**config.mk**
```make
export PLATFORM = sky130hd
export DESIGN_NAME = nmea_minutes_to_decimal_degrees_flat
export DESIGN_NICKNAME = d
export VERILOG_FILES = /design/src/sv/nmd_pkg.sv /design/src/sv/nmd_if.sv /design/src/sv/nmd_arith.sv /design/src/sv/nmd_serial.sv /design/src/sv/nmea_minutes_to_decimal_degrees.sv /design/src/flat_wrapper.sv
export SDC_FILE = /design/constraint.sdc
export NUM_CORES = 1
export LEC_CHECK = 0
export BUFFER_PORTS_ARGS = -buffer_cell sky130_fd_sc_hd__buf_2
export CORE_ASPECT_RATIO = 0.6
export CORE_MARGIN = 5
export CORE_UTILIZATION = 50
export CTS_CLUSTER_DIAMETER = 50
export CTS_CLUSTER_SIZE = 30
export DETAILED_ROUTE_END_ITERATION = 12
export PLACE_DENSITY = 0.65
export SLEW_MARGIN = 20
export SYNTH_ARGS = -nofsm -noshare
export SYNTH_HDL_FRONTEND = slang
export SYNTH_SLANG_ARGS = --single-unit
```
**constraint.sdc**
```tcl
create_clock -name clk -period 12 [get_ports clk]
set_input_delay 1.2 -clock clk [delete_from_list [all_inputs] [get_ports clk]]
set_output_delay 1.2 -clock clk [all_outputs]
set_load 0.02 [all_outputs]
```
**src/sv/nmd_pkg.sv**
```systemverilog
`default_nettype none
package nmd_pkg;

  localparam int MIN_W  = 21;  // minutes x 10^4, digits up to fifteen
  localparam int X5_W   = 23;  // five times that
  localparam int Q_W    = 22;  // floor(5M / 3)
  localparam int FRAC_W = 20;  // fraction of a degree x 10^6, below 10^6
  localparam int RECIP_W = 24;
  localparam int RECIP_SHIFT = 25;
  localparam int PROD_W = X5_W + RECIP_W;

  localparam logic [RECIP_W-1:0] RECIP3      = 24'd11184811;  // ceil(2^25 / 3)
  localparam logic [Q_W-1:0]     ONE_MILLION = 22'd1000000;
  localparam logic [Q_W-1:0]     TWO_MILLION = 22'd2000000;
  localparam logic [FRAC_W-1:0]  LEAD_WEIGHT = 20'd100000;

  localparam logic [7:0] ASCII_ZERO  = 8'h30;
  localparam logic [7:0] ASCII_S     = 8'h53;
  localparam logic [7:0] ASCII_W     = 8'h57;
  localparam logic [7:0] ASCII_DOT   = 8'h2E;
  localparam logic [7:0] ASCII_MINUS = 8'h2D;

  typedef struct packed {
    logic       kind;
    logic [7:0] quadrant;
    logic [7:0] deg_first;
    logic [7:0] deg_second;
    logic [7:0] deg_third;
    logic [3:0] min_tens;
    logic [3:0] min_ones;
    logic [3:0] frac_one;
    logic [3:0] frac_two;
    logic [3:0] frac_three;
    logic [3:0] frac_four;
  } nmd_coord_t;

  typedef struct packed {
    logic [7:0] out_char;
    logic       last_char;
  } nmd_char_t;

  typedef struct packed {
    logic       neg;
    logic       kind;
    logic [7:0] deg_first;
    logic [7:0] deg_second;
    logic [7:0] deg_third;
  } nmd_meta_t;

  typedef struct packed {
    nmd_meta_t         meta;
    logic [FRAC_W-1:0] frac;
  } nmd_link_t;

  // Leading decimal digit of a value below 10^6; thresholds compare in parallel.
  function automatic logic [3:0] lead_digit(input logic [FRAC_W-1:0] r);
    logic [3:0] d;
    d = 4'd0;
    for (int k = 1; k <= 9; k++) begin
      if (r >= FRAC_W'(k * 100000)) begin
        d = 4'(k);
      end
    end
    return d;
  endfunction

endpackage
`default_nettype wire

```
**src/sv/nmd_if.sv**
```systemverilog
`default_nettype none
interface nmd_coord_if import nmd_pkg::*; ();
  logic       valid;
  logic       ready;
  nmd_coord_t data;

  modport source (output valid, output data, input ready);
  modport sink (input valid, input data, output ready);
endinterface

interface nmd_char_if import nmd_pkg::*; ();
  logic      valid;
  logic      ready;
  nmd_char_t data;

  modport source (output valid, output data, input ready);
  modport sink (input valid, input data, output ready);
endinterface
`default_nettype wire

```
**src/sv/nmd_arith.sv**
```systemverilog
`default_nettype none
module nmd_arith import nmd_pkg::*; (
  input  logic      clk,
  input  logic      rst,
  nmd_coord_if.sink coord,
  output logic      link_valid,
  input  logic      link_ready,
  output nmd_link_t link
);

  logic v1, v2, v3;
  logic en1, en2, en3;

  nmd_coord_t     c1;
  nmd_meta_t      meta2, meta3;
  logic [X5_W-1:0] x5;
  logic [Q_W-1:0]  q3;

  logic [MIN_W-1:0]  minutes;
  logic [X5_W-1:0]   x5_next;
  logic [PROD_W-1:0] prod;
  logic [Q_W-1:0]    q3_next;
  nmd_meta_t         meta2_next;

  // Each stage advances when it is empty or its successor moves.
  assign en3 = !v3 || link_ready;
  assign en2 = !v2 || en3;
  assign en1 = !v1 || en2;
  assign coord.ready = en1;

  always_comb begin
    minutes = MIN_W'(c1.min_tens)   * MIN_W'(100000)
            + MIN_W'(c1.min_ones)   * MIN_W'(10000)
            + MIN_W'(c1.frac_one)   * MIN_W'(1000)
            + MIN_W'(c1.frac_two)   * MIN_W'(100)
            + MIN_W'(c1.frac_three) * MIN_W'(10)
            + MIN_W'(c1.frac_four);
    // M * 100 / 60 = 5M / 3
    x5_next = {minutes, 2'b00} + X5_W'(minutes);
    meta2_next.neg        = (c1.quadrant == ASCII_S) || (c1.quadrant == ASCII_W);
    meta2_next.kind       = c1.kind;
    meta2_next.deg_first  = c1.deg_first;
    meta2_next.deg_second = c1.deg_second;
    meta2_next.deg_third  = c1.deg_third;
  end

  always_comb begin
    prod    = PROD_W'(x5) * PROD_W'(RECIP3);
    q3_next = prod[RECIP_SHIFT +: Q_W];
  end

  // Keep the low six decimal digits; the quotient stays below three million.
  always_comb begin
    link.meta = meta3;
    if (q3 >= TWO_MILLION) begin
      link.frac = FRAC_W'(q3 - TWO_MILLION);
    end else if (q3 >= ONE_MILLION) begin
      link.frac = FRAC_W'(q3 - ONE_MILLION);
    end else begin
      link.frac = FRAC_W'(q3);
    end
  end

  assign link_valid = v3;

  always_ff @(posedge clk) begin
    if (rst) begin
      v1 <= 1'b0;
      v2 <= 1'b0;
      v3 <= 1'b0;
    end else begin
      if (en1) v1 <= coord.valid;
      if (en2) v2 <= v1;
      if (en3) v3 <= v2;
    end
  end

  always_ff @(posedge clk) begin
    if (en1) c1 <= coord.data;
    if (en2) begin
      meta2 <= meta2_next;
      x5    <= x5_next;
    end
    if (en3) begin
      meta3 <= meta2;
      q3    <= q3_next;
    end
  end

endmodule
`default_nettype wire

```
**src/sv/nmd_serial.sv**
```systemverilog
`default_nettype none
module nmd_serial import nmd_pkg::*; (
  input  logic       clk,
  input  logic       rst,
  input  logic       link_valid,
  output logic       link_ready,
  input  nmd_link_t  link,
  nmd_char_if.source chars
);

  localparam logic [3:0] POS_SIGN   = 4'd0;
  localparam logic [3:0] POS_DEG0   = 4'd1;
  localparam logic [3:0] POS_DEG1   = 4'd2;
  localparam logic [3:0] POS_DEG2   = 4'd3;
  localparam logic [3:0] POS_DOT    = 4'd4;
  localparam logic [3:0] POS_FRAC0  = 4'd5;
  localparam logic [3:0] POS_FRAC5  = 4'd10;

  logic              busy;
  logic [3:0]        pos;
  nmd_meta_t         meta;
  logic [FRAC_W-1:0] rem;

  logic              busy_next;
  logic [3:0]        pos_next;
  logic [FRAC_W-1:0] rem_next;
  logic [3:0]        digit;
  logic [FRAC_W-1:0] low;
  logic              xfer;
  logic              last;
  logic              load;

  assign digit = lead_digit(rem);
  assign low   = rem - FRAC_W'(digit) * LEAD_WEIGHT;
  assign last  = (pos == POS_FRAC5);
  assign xfer  = busy && chars.ready;

  // Take the next coordinate as the last character of this one goes out.
  assign link_ready = !busy || (xfer && last);
  assign load       = link_valid && link_ready;

  assign chars.valid          = busy;
  assign chars.data.last_char = last;

  always_comb begin
    case (pos)
      POS_SIGN: chars.data.out_char = ASCII_MINUS;
      POS_DEG0: chars.data.out_char = meta.deg_first;
      POS_DEG1: chars.data.out_char = meta.deg_second;
      POS_DEG2: chars.data.out_char = meta.deg_third;
      POS_DOT:  chars.data.out_char = ASCII_DOT;
      default:  chars.data.out_char = ASCII_ZERO + 8'(digit);
    endcase
  end

  always_comb begin
    busy_next = busy;
    pos_next  = pos;
    rem_next  = rem;
    if (load) begin
      busy_next = 1'b1;
      pos_next  = link.meta.neg ? POS_SIGN : POS_DEG0;
      rem_next  = link.frac;
    end else if (xfer) begin
      if (last) begin
        busy_next = 1'b0;
      end else begin
        // Latitude skips the third degree character.
        if (pos == POS_DEG1 && !meta.kind) begin
          pos_next = POS_DOT;
        end else begin
          pos_next = pos + 4'd1;
        end
        if (pos >= POS_FRAC0) begin
          rem_next = {low[FRAC_W-4:0], 3'b000} + {low[FRAC_W-2:0], 1'b0};
        end
      end
    end
  end

  always_ff @(posedge clk) begin
    if (rst) begin
      busy <= 1'b0;
      pos  <= POS_SIGN;
    end else begin
      busy <= busy_next;
      pos  <= pos_next;
    end
  end

  always_ff @(posedge clk) begin
    rem <= rem_next;
    if (load) meta <= link.meta;
  end

endmodule
`default_nettype wire

```
**src/sv/nmea_minutes_to_decimal_degrees.sv**
```systemverilog
// A coordinate is registered in c1, x5 and q3 in turn, then loaded into the serializer.
// Throughput: one character per cycle while chars.ready holds; a coordinate is 9 to 11
//   characters (latitude or longitude, plus one for a minus sign), set by the serializer.
// A three-stage arithmetic pipeline takes new coordinates while characters go out.
// Reset clears all valid flags and the serializer; no item survives it.
`default_nettype none
module nmea_minutes_to_decimal_degrees import nmd_pkg::*; (
  input  logic       clk,
  input  logic       rst,
  nmd_coord_if.sink  coord,
  nmd_char_if.source chars
);

  logic      link_valid;
  logic      link_ready;
  nmd_link_t link;

  nmd_arith u_arith (
    .clk        (clk),
    .rst        (rst),
    .coord      (coord),
    .link_valid (link_valid),
    .link_ready (link_ready),
    .link       (link)
  );

  nmd_serial u_serial (
    .clk        (clk),
    .rst        (rst),
    .link_valid (link_valid),
    .link_ready (link_ready),
    .link       (link),
    .chars      (chars)
  );

  a_frac_range: assert property (@(posedge clk) disable iff (rst)
    link_valid |-> link.frac < FRAC_W'(1000000))
    else $error("fraction out of six-digit range");

  a_last_is_digit: assert property (@(posedge clk) disable iff (rst)
    chars.valid && chars.data.last_char |->
      chars.data.out_char >= ASCII_ZERO && chars.data.out_char <= ASCII_ZERO + 8'd9)
    else $error("final character is not a decimal digit");

  a_link_hold: assert property (@(posedge clk) disable iff (rst)
    link_valid && !link_ready |=> link_valid && $stable(link))
    else $error("pipeline output changed while stalled");

  a_reset_idle: assert property (@(posedge clk)
    rst |=> !chars.valid)
    else $error("output valid right after reset");

endmodule
`default_nettype wire
```
**src/flat_wrapper.sv**
```systemverilog
// flat-port wrapper written by rule: the top's interface ports become plain ports
module nmea_minutes_to_decimal_degrees_flat import nmd_pkg::*;
  (clk, rst, coord_valid, coord_data, coord_ready, chars_valid, chars_data, chars_ready);
  nmd_coord_if coord_i ();
  nmd_char_if chars_i ();
  input  logic clk;
  input  logic rst;
  input wire logic [$bits(coord_i.valid)-1:0] coord_valid;
  input wire logic [$bits(coord_i.data)-1:0] coord_data;
  output wire logic [$bits(coord_i.ready)-1:0] coord_ready;
  output wire logic [$bits(chars_i.valid)-1:0] chars_valid;
  output wire logic [$bits(chars_i.data)-1:0] chars_data;
  input wire logic [$bits(chars_i.ready)-1:0] chars_ready;
  assign coord_i.valid = coord_valid;
  assign coord_i.data = coord_data;
  assign coord_ready = coord_i.ready;
  assign chars_valid = chars_i.valid;
  assign chars_data = chars_i.data;
  assign chars_i.ready = chars_ready;
  nmea_minutes_to_decimal_degrees u_core (.clk(clk), .rst(rst), .coord(coord_i), .chars(chars_i));
endmodule
```
Word-level counts from Yosys, hierarchy flattened
Cells that the tools add are included.
{ "totals": {"elab_cells": 117, "reg_bits": 207, "output_inout_bits": 11, "input_bits": 61} }
{ "classes": {"addsub": 12, "multipliers": 7, "n_reduce_logical": 21, "eq_ne": 8, "n_mux": 24, "order_cmp": 12} }
{ "ops": {"columns": ["op", "count"], "rows": [
  ["20-bit two-way mux", 6],
  ["20-bit greater-or-equal comparator (second input constant)", 4],
  ["20-bit by 19-bit greater-or-equal comparator with 1-bit output (second input constant)", 3],
  ["4-bit two-way mux", 12],
  ["23-bit by 24-bit multiplier with 47-bit output (second input constant)", 1],
  ["8-bit one-hot mux with 5 select lines", 1],
  ["20-bit subtractor (second input constant)", 2],
  ["23-bit by 21-bit adder with 23-bit output", 1],
  ["22-bit by 20-bit greater-or-equal comparator with 1-bit output (second input constant)", 1],
  ["22-bit by 21-bit greater-or-equal comparator with 1-bit output (second input constant)", 1],
  ["21-bit by 11-bit adder with 21-bit output", 1],
  ["21-bit by 14-bit adder with 21-bit output", 1],
  ["21-bit by 18-bit adder with 21-bit output", 1],
  ["21-bit by 4-bit adder with 21-bit output", 1],
  ["21-bit by 8-bit adder with 21-bit output", 1],
  ["20-bit adder", 1],
  ["20-bit by 17-bit greater-or-equal comparator with 1-bit output (second input constant)", 1],
  ["20-bit by 18-bit greater-or-equal comparator with 1-bit output (second input constant)", 1],
  ["19-bit subtractor", 1],
  ["8-bit by 7-bit == test with 1-bit output (second input constant)", 2],
  ["4-bit by 12-bit multiplier with 16-bit output (second input constant)", 1],
  ["4-bit by 10-bit multiplier with 14-bit output (second input constant)", 1],
  ["4-bit by 12-bit multiplier with 14-bit output (second input constant)", 1],
  ["4-bit by 7-bit multiplier with 11-bit output (second input constant)", 1],
  ["other kinds (18)", 37]
]} }

Logic depth before layout (Yosys ltp)
{ "logic_depth": {"ltp_word": 17, "depth_mapped": 29} }

Cells and area by module
Synthesis repeated with hierarchy kept, for this count alone.
{ "hier_totals": {"hier_cells": 1940, "area_unflattened_um2": 21043.9} }
{ "modules_own_cells": {"columns": ["module", "area_each_um2", "instances", "cells_each"], "rows": [
  ["nmd_arith", 16684.8, 1, 1460],
  ["nmd_serial", 4359.2, 1, 480]
]} }

Least setup slack after synthesis
No wires, ideal clock.
{ "synth_path": {"kind": "reg2reg", "startpoint": "reg u_core.u_arith.x5[2]", "endpoint": "reg u_core.u_arith.q3[16] (data pin)", "path_stages_with_launch": 22, "period_less_slack_ns": 6.732, "setup_slack_ns": 5.268, "setup_time_ns": 0.256, "arrival_ns": 6.476, "t_required_ns": 11.744, "cell_sequence": "edfxtp_1 > ha_1 > fa_1 > fa_1 > inv_1 > fa_1 > inv_1 > fa_1 > fa_1 > fa_1 > ha_1 > a2111oi_2 > nand2_1 > a311oi_1 > a211oi_2 > a41oi_4 > a211oi_1 > o21a_1 > or3_1 > a21o_1 > a211oi_2 > nor2_1"} }
{ "synth_via": {"elab_chain_len": 1} }
{ "synth_lines": {"columns": ["item", "line", "rtl"], "rows": [
  ["start, declared", "nmd_arith.sv:16", "logic [X5_W-1:0] x5;"],
  ["start signal, assigned", "nmd_arith.sv:82", "x5 <= x5_next;"],
  ["23-bit by 24-bit multiplier with 47-bit output", "nmd_arith.sv:48", "prod = PROD_W'(x5) * PROD_W'(RECIP3);"],
  ["via u_core.u_arith.prod[41]", "nmd_arith.sv:21", "logic [PROD_W-1:0] prod;"],
  ["end signal, assigned", "nmd_arith.sv:86", "q3 <= q3_next;"],
  ["end, declared", "nmd_arith.sv:17", "logic [Q_W-1:0] q3;"]
]} }
The timed path passes the listed nets, and every way through them passes these cells.
A chain may end at the register's enable or synchronous reset.

Final worst setup path
{ "layout_path": {"startpoint": "reg u_core.u_arith.x5[17]", "endpoint": "reg u_core.u_arith.q3[16] (data pin)"} }
The elaborated chain is that of the path after synthesis.

==> run_results.csv <==
group,metric,value,unit
outcome,status,"finished, final reports clean",
clock_network,cts-root-to-sink-buffers,3,
global_route,via_count_of_the_first_global_routing_pass,13270,
floorplan,initial_utilization,50.91,%
clock_network,cts_setup_buffers,0,
worst_setup_path,cp.required,12270,ps
worst_setup_path,worst_path_arrival_time,7960,ps
job,max_cap_violations,0,
sta,max_slew_headroom,39.73,%
floorplan,placeableCoreArea,0.03931,mm^2
yosys,postSynth.topFlopCell,"sky130_fd_sc_hd__edfxtp_1",
global_route,globalRouteTotalUtil,18.48,%
clock_network,worst_setup_hold_path_clk_slew,80,ps
hold_path,hold_path_class,"flip-flop to flip-flop",
yosys,synth_fp_nets,2405,
floorplan,row_count,56,
cells_and_area,final_std_cell_area_no_fill,0.02175,mm^2
sta,worst-slew-pin-transition,897.2,ps
clock_network,clock-root-buffer,"sky130_fd_sc_hd__clkbuf_16",
floorplan,die_area,0.04426,mm^2
yosys,synth_cells,1801,
worst_setup_path,ff2ff_path_depth,23,
clock_network,cts_made_buffers,20,
drt,vias_per_cell,5.278,
worst_setup_path,criticalPathCategory,"flip-flop to flip-flop",
clock_network,cts_tree,"built",
clock_network,cts-hold-fix-buffers,0,
yosys,yosys_register_bits,206,
placed_design,placement.cell_area,0.02101,mm^2
drt,vias_post_dr,12760,
sta,hold_viol_final,0,
sta,worst_hold_slack,408.5,ps
global_route,grt_antenna_before_repair,0,
hold_path,worst_hold_path.num_cells,0,
yosys,async_reset_ff_share,0,%
yosys,synth_enable_flop_cells,198,
sta,rsz0062_at_grt,"no",
worst_setup_path,endpoint_kind,"flip-flop",
drt,antenna_violating_nets_post_route,0,
clock_network,insertion_delay_to_the_later_sink_of_the_worst_skew_pair,540,ps
drt,drt-total-wl,39470,um
yosys,area_share_of_the_largest_cell_type_after_synthesis,29.71,%
sta,setup_viol_count_final,0,
sta,finalCritPeriodShare,64.03,%
drt,wl_per_cell,16.32,um
cells_and_area,areaGrowthSynthToFinish,8.672,%
cells_and_area,fraction_of_final_layout_cells_with_drive_strength_greater_than_1,7.015,%
sta,final_max_slew_viol_count,0,
yosys,synthTopCellsByArea,"sky130_fd_sc_hd__edfxtp_1, sky130_fd_sc_hd__ha_1, sky130_fd_sc_hd__fa_1",
clock_network,h-tree-depth,1,
sta,layout_min_cycle_time,7683,ps
yosys,synth_area,0.02001,mm^2
sta,fin_tns_setup,0,ps
worst_setup_path,path_max_fanout,4,
yosys,ys_types,66,
global_route,wire_length_of_the_first_global_routing_pass,66360,um
placed_design,detailedPlacementHpwl,33120,um
floorplan,ioPinCount,72,
placed_design,port_buffers,70,
yosys,yosysTopAreaCell,"sky130_fd_sc_hd__edfxtp_1",
cells_and_area,layout.cells.non_filler,2418,
placed_design,finalWeightedCongestion,0.9408,
clock_network,clock_sinks,206,
worst_setup_path,worstSetupStartpointType,"flip-flop",
sta,worst_clock_skew,43.59,ps
drt,dr.first_iter.drc_count,843,
floorplan,die-height,165.0,um
global_route,gr-total-overflow,0,
global_route,grt_start_max_net_pins,58,
yosys,post_synth.cell_area_avg,11.11,um^2
cells_and_area,insertedDiodeCount,0,
clock_network,cts_resized,0,
drt,drt_drc_violations_left,0,
yosys,ys_warn_count,0,
floorplan,die_w,268.3,um
cells_and_area,final_net_count,2486,
yosys,seq_area_frac_synth,30.51,%
drt,firstDrtPassIters,5,
placed_design,placedCellCount,2382,
sta,clock.fmax,130.2,MHz
path summary, 6_finish.rpt:
kind	startpoint	end	slack (ps)
worst max-delay path	u_core.u_arith.x5[17]	u_core.u_arith.q3[16]	4320
worst min-delay path	u_core.u_arith.link[44]	u_core.u_serial.meta[24]	410
worst max register to register	u_core.u_arith.x5[17]	u_core.u_arith.q3[16]	4320
worst min register to register	u_core.u_arith.link[44]	u_core.u_serial.meta[24]	410
synth_stat cells (all sizes together), types with 5 or more instances:
cell    count
a211oi     14
a21boi     10
a21o       24
a21oi      88
a22oi      11
a311oi      5
a31oi      19
and2       11
and3        7
buf         6
clkbuf     12
dfxtp       8
edfxtp    198
fa        185
ha        358
inv       327
mux2i       6
nand2      63
nand2b      8
nand3      16
nand4       7
nor2       90
nor2b      25
nor3       25
o211ai      5
o21a       25
o21ai      60
o21bai     10
or2         9
xnor2      80
xor2       33
routing by layer:
metal  vias up  routed length (um)  global-route usage (%)
met2       255               15620                   26.34
met4         0                 405                   2.256
li1       6354                   -                       -
met3        26                2477                   3.708
met1      6127               20970                   29.83
met5         -                   0                       0
layout by cell type, fill, tap and decap left out, types with 33 or more instances in the layout:
cell and count:
sky130_fd_sc_hd__a21oi_1 88, sky130_fd_sc_hd__nand2_1 62, sky130_fd_sc_hd__buf_2 70, sky130_fd_sc_hd__nor2_1 90, sky130_fd_sc_hd__xor2_1 33, sky130_fd_sc_hd__xnor2_1 80, sky130_fd_sc_hd__ha_1 358, sky130_fd_sc_hd__inv_1 327
sky130_fd_sc_hd__o21ai_0 39, sky130_fd_sc_hd__fa_1 185, sky130_fd_sc_hd__edfxtp_1 198
area by class of cell:
cell class / count / area, um^2
multi-input cells: 1250 / 12620
well taps: 522 / 653.1
clock inverters: 12 / 203.9
clock buffers: 24 / 536.8
flip-flops and latches: 206 / 6106
inverters: 327 / 1227
fillers: 3368 / 17560
repair buffers: 77 / 402.9
through the flow:
step	util, %	worst slack, ps
3_5_place_dp	53.44	4369
6_report	55.33	4317
2_1_floorplan	-	5268
4_1_cts	55.33	4305
3_3_place_gp	53.44	4471
5_1_grt	55.33	3902
logic make-up after synthesis:
logic type	share of synthesized area, %
adders and majority gates	40.89
buffers and inverters	6.509
AOI/OAI and AO/OA	10.26
and+or+nand+nor	6.584
DFF	30.51
xor gates and xnor gates	4.946
muxes	0.3001
registers in the layout, indices dropped and copies added (netlist names):
signal,cells
u_core.u_serial.rem,20
u_core.u_serial.meta,25
u_core.u_serial.pos,4
u_core.u_arith.link_valid,1
u_core.u_arith.link,26
u_core.u_arith.x5,23
u_core.u_arith.meta2,26
u_core.u_arith.q3,22
u_core.u_arith.v2,1
u_core.u_arith.v1,1
u_core.u_arith.c1,56
u_core.u_serial.chars.valid,1
worst max-delay path, stage by stage, from the launching register on:
cell	delay [ps]
sky130_fd_sc_hd__edfxtp_1	490
sky130_fd_sc_hd__ha_1	390
sky130_fd_sc_hd__inv_1	80
sky130_fd_sc_hd__fa_1	520
sky130_fd_sc_hd__fa_1	510
sky130_fd_sc_hd__inv_1	50
sky130_fd_sc_hd__fa_1	590
sky130_fd_sc_hd__inv_1	80
sky130_fd_sc_hd__fa_1	550
sky130_fd_sc_hd__inv_1	60
sky130_fd_sc_hd__fa_1	500
sky130_fd_sc_hd__fa_1	500
sky130_fd_sc_hd__ha_1	310
sky130_fd_sc_hd__a211oi_1	400
sky130_fd_sc_hd__o211ai_1	160
sky130_fd_sc_hd__a221oi_1	390
sky130_fd_sc_hd__a211oi_2	160
sky130_fd_sc_hd__a41oi_4	320
sky130_fd_sc_hd__a211oi_1	190
sky130_fd_sc_hd__o21a_1	240
sky130_fd_sc_hd__or3_1	390
sky130_fd_sc_hd__a21o_1	230
sky130_fd_sc_hd__a211oi_2	230
sky130_fd_sc_hd__nor2_1	50
Power is not shown: default switching activity piles up to over one toggle a cycle in this logic, so the estimate is an artifact.
